### src/rtl/sha1_pkg.sv
// ----------------------------------------------------------------------------
// SHA-1 engine package
// Shared types, request layouts, constants and sequencer states.
// ----------------------------------------------------------------------------
package sha1_pkg;

  typedef logic [31:0]        word_t;
  typedef logic [15:0][31:0]  block_t;
  typedef logic [4:0][31:0]   chain_t;

  // input request: one message byte
  typedef struct packed {
    logic [7:0] data_byte;
    logic       byte_valid;
    logic       last;
  } msg_t;

  // output request: one digest word
  typedef struct packed {
    logic [31:0] digest_word;
    logic [2:0]  word_index;
    logic        last_word;
  } digest_t;

  // initial chaining value, index 0 is h0
  localparam chain_t SHA1_INIT = {32'hC3D2E1F0, 32'h10325476, 32'h98BADCFE,
                                  32'hEFCDAB89, 32'h67452301};

  localparam word_t K_R0 = 32'h5A827999;
  localparam word_t K_R1 = 32'h6ED9EBA1;
  localparam word_t K_R2 = 32'h8F1BBCDC;
  localparam word_t K_R3 = 32'hCA62C1D6;

  localparam logic [6:0] ROUND_B1   = 7'd20;
  localparam logic [6:0] ROUND_B2   = 7'd40;
  localparam logic [6:0] ROUND_B3   = 7'd60;
  localparam logic [6:0] ROUND_LAST = 7'd79;

  localparam logic [7:0] PAD_BYTE   = 8'h80;
  localparam logic [5:0] BLOCK_LAST = 6'd63;
  localparam logic [2:0] DIGEST_LAST = 3'd4;

  typedef enum logic [3:0] {
    ST_IDLE,
    ST_DATA_GO,
    ST_DATA_RUN,
    ST_PAD,
    ST_EXTRA_GO,
    ST_EXTRA_RUN,
    ST_FINAL_GO,
    ST_FINAL_RUN,
    ST_OUT
  } state_t;

endpackage

### src/rtl/sha1_hash_engine_core.sv
// ----------------------------------------------------------------------------
// SHA-1 hash engine core
// Byte-wide message input, padding, iterative compression, digest output.
// ----------------------------------------------------------------------------
// A byte request is accepted in idle; the byte that fills a block also runs a
// compression (start, 80 rounds in the shared round unit, chain update).
// A last request adds a padding step and one compression per padding block (one or
// two), then 5 digest requests, one per cycle when not stalled.
// Synchronous reset loads the SHA-1 initial values and clears length and
// position; the block buffer is not cleared.
// ----------------------------------------------------------------------------
module sha1_hash_engine_core import sha1_pkg::*; (
  input  logic    clk,
  input  logic    rst,
  input  logic    msg_valid,
  output logic    msg_stall,
  input  msg_t    msg,
  output logic    digest_valid,
  input  logic    digest_stall,
  output digest_t digest
);

  state_t      state, state_next;
  chain_t      chain;
  word_t       block_words [16];
  block_t      block_flat;
  logic [63:0] message_bits;
  logic [5:0]  byte_position;
  logic        fin_pending;
  logic [2:0]  out_idx;

  logic        msg_acc, digest_acc, out_done;
  logic        start, done;
  chain_t      work;
  logic        needs_extra;

  // block buffer write controls
  logic        byte_we;
  logic [7:0]  byte_val;
  logic        zero_tail;
  logic        clear_all;
  logic        len_we;

  assign msg_acc     = msg_valid && !msg_stall;
  assign digest_acc  = digest_valid && !digest_stall;
  assign out_done    = digest_acc && (out_idx == DIGEST_LAST);
  assign needs_extra = (byte_position[5:3] == 3'b111);

  // next state
  always_comb begin
    state_next = state;
    case (state)
      ST_IDLE: begin
        if (msg_valid) begin
          if (msg.byte_valid && byte_position == BLOCK_LAST) begin
            state_next = ST_DATA_GO;
          end else if (msg.last) begin
            state_next = ST_PAD;
          end
        end
      end
      ST_DATA_GO:   state_next = ST_DATA_RUN;
      ST_DATA_RUN: begin
        if (done) state_next = fin_pending ? ST_PAD : ST_IDLE;
      end
      ST_PAD:       state_next = needs_extra ? ST_EXTRA_GO : ST_FINAL_GO;
      ST_EXTRA_GO:  state_next = ST_EXTRA_RUN;
      ST_EXTRA_RUN: begin
        if (done) state_next = ST_FINAL_GO;
      end
      ST_FINAL_GO:  state_next = ST_FINAL_RUN;
      ST_FINAL_RUN: begin
        if (done) state_next = ST_OUT;
      end
      ST_OUT: begin
        if (out_done) state_next = ST_IDLE;
      end
      default:      state_next = ST_IDLE;
    endcase
  end

  // outputs and buffer controls
  always_comb begin
    msg_stall    = 1'b1;
    digest_valid = 1'b0;
    start        = 1'b0;
    byte_we      = 1'b0;
    byte_val     = msg.data_byte;
    zero_tail    = 1'b0;
    clear_all    = 1'b0;
    len_we       = 1'b0;
    case (state)
      ST_IDLE: begin
        msg_stall = 1'b0;
        byte_we   = msg_valid && msg.byte_valid;
      end
      ST_PAD: begin
        byte_we   = 1'b1;
        byte_val  = PAD_BYTE;
        zero_tail = 1'b1;
        len_we    = !needs_extra;
      end
      ST_DATA_GO, ST_EXTRA_GO, ST_FINAL_GO: begin
        start = 1'b1;
      end
      ST_EXTRA_RUN: begin
        clear_all = done;
        len_we    = done;
      end
      ST_OUT: begin
        digest_valid = 1'b1;
      end
      default: begin
        msg_stall = 1'b1;
      end
    endcase
  end

  // control registers
  always_ff @(posedge clk) begin
    if (rst) begin
      state         <= ST_IDLE;
      chain         <= SHA1_INIT;
      message_bits  <= '0;
      byte_position <= '0;
      fin_pending   <= 1'b0;
      out_idx       <= '0;
    end else begin
      state <= state_next;
      if (msg_acc) begin
        fin_pending <= msg.last;
        if (msg.byte_valid) message_bits <= message_bits + 64'd8;
      end
      if (byte_we) byte_position <= byte_position + 6'd1;
      // chain update after each compression
      if (done) begin
        for (int i = 0; i < 5; i++) begin
          chain[i] <= chain[i] + work[i];
        end
      end
      if (digest_acc && !out_done) out_idx <= out_idx + 3'd1;
      // re-initialize for the next message
      if (out_done) begin
        chain         <= SHA1_INIT;
        message_bits  <= '0;
        byte_position <= '0;
        out_idx       <= '0;
      end
    end
  end

  // block buffer: byte packing, padding tail, length words
  always_ff @(posedge clk) begin
    for (int i = 0; i < 16; i++) begin
      if (len_we && i == 14) begin
        block_words[i] <= message_bits[63:32];
      end else if (len_we && i == 15) begin
        block_words[i] <= message_bits[31:0];
      end else if (clear_all) begin
        block_words[i] <= '0;
      end else if (byte_we && byte_position[5:2] == 4'(i)) begin
        case (byte_position[1:0])
          2'd0:    block_words[i]        <= {byte_val, 24'd0};
          2'd1:    block_words[i][23:16] <= byte_val;
          2'd2:    block_words[i][15:8]  <= byte_val;
          2'd3:    block_words[i][7:0]   <= byte_val;
          default: block_words[i][7:0]   <= byte_val;
        endcase
      end else if (zero_tail && 4'(i) > byte_position[5:2]) begin
        block_words[i] <= '0;
      end
    end
  end

  always_comb begin
    for (int i = 0; i < 16; i++) begin
      block_flat[i] = block_words[i];
    end
  end

  sha1_compress u_compress (
    .clk   (clk),
    .rst   (rst),
    .start (start),
    .block (block_flat),
    .chain (chain),
    .done  (done),
    .work  (work)
  );

  // digest request
  always_comb begin
    digest.digest_word = chain[out_idx];
    digest.word_index  = out_idx;
    digest.last_word   = (out_idx == DIGEST_LAST);
  end

endmodule

### src/rtl/sha1_compress.sv
// ----------------------------------------------------------------------------
// SHA-1 compression unit
// One round per cycle; message schedule in a 16-word shift line.
// ----------------------------------------------------------------------------
module sha1_compress import sha1_pkg::*; (
  input  logic   clk,
  input  logic   rst,
  input  logic   start,
  input  block_t block,
  input  chain_t chain,
  output logic   done,
  output chain_t work
);

  word_t      a, b, c, d, e;
  word_t      w [16];
  logic [6:0] round;
  logic       busy;

  word_t f, k, t, w_new;

  // round function and constant by round group
  always_comb begin
    if (round < ROUND_B1) begin
      f = (b & c) | (~b & d);
      k = K_R0;
    end else if (round < ROUND_B2) begin
      f = b ^ c ^ d;
      k = K_R1;
    end else if (round < ROUND_B3) begin
      f = (b & c) | (b & d) | (c & d);
      k = K_R2;
    end else begin
      f = b ^ c ^ d;
      k = K_R3;
    end
    t = {a[26:0], a[31:27]} + f + e + k + w[0];
  end

  // schedule word for round r+16, from fixed taps
  always_comb begin
    w_new = w[13] ^ w[8] ^ w[2] ^ w[0];
    w_new = {w_new[30:0], w_new[31]};
  end

  // control
  always_ff @(posedge clk) begin
    if (rst) begin
      busy  <= 1'b0;
      done  <= 1'b0;
      round <= '0;
    end else begin
      if (start) begin
        busy  <= 1'b1;
        done  <= 1'b0;
        round <= '0;
      end else if (busy) begin
        if (round == ROUND_LAST) begin
          busy  <= 1'b0;
          done  <= 1'b1;
          round <= '0;
        end else begin
          done  <= 1'b0;
          round <= round + 7'd1;
        end
      end else begin
        done <= 1'b0;
      end
    end
  end

  // working variables and schedule
  always_ff @(posedge clk) begin
    if (start) begin
      a <= chain[0];
      b <= chain[1];
      c <= chain[2];
      d <= chain[3];
      e <= chain[4];
      for (int i = 0; i < 16; i++) begin
        w[i] <= block[i];
      end
    end else if (busy) begin
      a <= t;
      b <= a;
      c <= {b[1:0], b[31:2]};
      d <= c;
      e <= d;
      for (int i = 0; i < 15; i++) begin
        w[i] <= w[i+1];
      end
      w[15] <= w_new;
    end
  end

  assign work = {e, d, c, b, a};

endmodule
### config.mk
export PLATFORM = sky130hd
export DESIGN_NAME = sha1_hash_engine_core
export DESIGN_NICKNAME = d
export VERILOG_FILES = /design/src/rtl/sha1_pkg.sv /design/src/rtl/sha1_hash_engine_core.sv /design/src/rtl/sha1_compress.sv
export SDC_FILE = /design/constraint.sdc
export NUM_CORES = 2
export LEC_CHECK = 0
export BUFFER_PORTS_ARGS = -buffer_cell sky130_fd_sc_hd__buf_2
export CAP_MARGIN = 25
export CELL_PAD_IN_SITES_DETAIL_PLACEMENT = 1
export CELL_PAD_IN_SITES_GLOBAL_PLACEMENT = 1
export CORE_ASPECT_RATIO = 1.25
export CORE_MARGIN = 10
export CORE_UTILIZATION = 52
export DETAILED_ROUTE_END_ITERATION = 12
export GPL_TIMING_DRIVEN = 1
export PLACE_DENSITY_LB_ADDON = 0.1
export REMOVE_ABC_BUFFERS = 1
export SYNTH_ARGS = -nofsm -noshare
export SYNTH_HDL_FRONTEND = slang
export SYNTH_SLANG_ARGS = --single-unit
export TNS_END_PERCENT = 1
### constraint.sdc
create_clock -name clk -period 20 [get_ports clk]
set_input_delay 4 -clock clk [delete_from_list [all_inputs] [get_ports clk]]
set_output_delay 4 -clock clk [all_outputs]
set_load 0.01 [all_outputs]
==> flow_summary.ini <==
[clocking]
cts.sinks = 1428
cts_root_buf = clkbuf_16
clockBufferDepth = 3
cts_buffers = 149
cts_tree = yes
postCtsSetupRepairBufs = 0
clock_latency_ns = 0.81
cts_resized = 0
clkTransAtPathRegs_ns = 0.06
hold_buffers = 0
cts_max_level = 4

[global_route]
grt.total_usage_pct = 27.6
grt_overflow = 0
grt_pass1_wl_mm = 317
antenna_found_initial = 2
grt_pass1_vias = 51600
grt_max_degree = 180

[sta]
tightest_slew_ns = 1.11
whs_ns = 0.504
rsz0062_at_grt = false
setup_viol_count_final = 0
clock_skew_ns = 0.0358
clock.fmax_mhz = 132
hold_viol_final = 0
finalCritPeriodShare_pct = 37.8
maxSlewViolCount = 0
slew_headroom_pct = 25.0
min_period_ns = 7.56

[floorplan]
io_pins = 52
core_area_um2 = 135000
row_count = 151
die-width_um = 350
die_area_um2 = 151000
start_util_pct = 52.3
fp.dieH_um = 433

[final_layout]
nets = 6662
antenna_cells = 0
fillCellCount = 14000
syn_to_final_growth_pct = 9.61
drive_gt1_share_pct = 11.2

[logic_synthesis]
synth_common_cells = nand2_1, edfxtp_1, nor2_1, mux2_2, inv_1
yosysWarnings = 0
synth_edf_count = 1184
async_flop_share_pct = 0
avgSynthCellArea_um2 = 11.2
ys_ff_latch = 1428
synth_area_um2 = 70800
synth.distinct_cells = 93
synth.top_cells.by_area = edfxtp_1, dfxtp_1, nand2_1
yosys.area.top_type = edfxtp_1
synthCells = 6345
synth_most_common_cell = nand2_1
yosysTopAreaCellShare_pct = 50.2
synthFlopType = edfxtp_1
synth-seq-area-share_pct = 57.1

[run]
maxCapViolCount = 0

[routing]
drcViolationCount = 0
wl_per_cell_um = 25.6
ant_nets = 0
routed_wl_mm = 210
first_iter_violations = 3566
via_per_inst = 5.91
dr.pass1.iters = 6
via_count = 48500

[worst_setup_path]
rr_worst_depth = 23
end_kind = register
crit_start = u_compress.round[3]$_SDFFE_PP0P_
worstPathMaxFanout = 21
cp.arrival_ns = 8.09
critPathKind = register to register
crit_required_ns = 20.53
start_kind = register
timing.rr.start = u_compress.round[3]$_SDFFE_PP0P_

[placement]
port-buffer-count = 51
place_congestion = 0.906
dp_hpwl_mm = 147

[hold_path]
hold_path.class = register to register
holdPathStages = 2
min_from = block_words[1][120]$_SDFFCE_PP0P_

[run_status]
status = complete, no violations
-- through the flow --
step                      instance area (um^2)  instances  setup TNS (ns)  setup slack, ns  utilization (%)
final                                    77600       8203               0            12.44             57.3
after detailed placement                 72700       7925               0            11.89             53.7
after global placement                   72700       7923               0            12.12             53.7
after floorplan                          69700       6065        -3371.39            -5.02                -
after global routing                     77600       8203               0            11.89             57.3
after CTS                                77600       8199               0            11.84             57.3
-- worst max-delay path, cell delays in order (launching register included) --
cell	delay, ns
dfxtp_1	0.39
nand4_1	0.17
nor2b_1	0.52
nand2_1	0.43
inv_2	0.53
nor2_2	0.23
a221oi_1	0.34
fa_1	0.47
inv_1	0.09
fa_1	0.42
inv_1	0.09
fa_1	0.46
fa_1	0.48
nand2b_1	0.19
a21oi_1	0.24
o32ai_1	0.22
o32ai_1	0.57
nand3_1	0.22
o21a_1	0.27
o2111a_1	0.26
nor3_1	0.30
a31oi_1	0.15
xnor2_1	0.17
o21ai_1	0.07
-- layout make-up --
type / count / area [um^2] / area share [%]
Clock buffer: 200 / 4130 / 5.31
Sequential cell: 1428 / 40400 / 52.1
Inverter: 285 / 1070 / 1.38
Timing Repair Buffer: 105 / 737 / 0.949
Tap cell: 1759 / 2200 / 2.83
Multi-Input combinational cell: 4352 / 28300 / 36.5
Clock inverter: 74 / 703 / 0.906
-- sequential cells by signal, indices dropped and copies added (netlist names), 6 cells and up --
signal and flops:
block_words 512, u_compress.e 32, u_compress.round 7, u_compress.d 32
message_bits 61, u_compress.b 32, byte_position 6, chain 160
u_compress.a 32, u_compress.c 32, u_compress.w 512
-- layer usage --
metal,up-vias,part of all wire [%],GRT usage (%)
met5,-,0.0033,0
met4,2,4.5,12.2
met3,393,4.0,3.38
met2,1148,52,49.4
met1,24800,40,33.1
li1,22100,-,-
-- cell families (layout without fill, tap and decap cells) --
logic type,count (synthesis),count (layout),share of synthesized area (%)
buf+inv,565,664,3.04
compound gates,900,900,7.91
simple gates,2375,2375,13.8
mux,441,441,7.35
fa+ha+maj,327,327,7.04
flops,1428,1428,57.1
xor+xnor,309,309,3.82
-- placed cells by master (no fill, tap or decap), types with 84 or more instances in the layout --
cell and instances:
fa_1 119, xnor2_1 219, a21o_1 84, inv_1 280
edfxtp_1 1184, nand2_1 1207, dfxtp_1 240, clkbuf_16 153
a21oi_1 254, ha_1 208, nor2_1 802, mux2i_1 90
o21ai_0 269, xor2_1 90, mux2_2 320
-- path summary, 6_finish.rpt --
check             slack [ns]                             to
setup reg to reg       12.44     u_compress.a[31]$_DFFE_PP_
hold / removal          0.50  u_compress.w[5][56]$_DFFE_PP_
setup / recovery       12.44     u_compress.a[31]$_DFFE_PP_
hold reg to reg         0.50  u_compress.w[5][56]$_DFFE_PP_
Power is not shown: default switching activity piles up to over one toggle a cycle in this logic, so the estimate is an artifact.
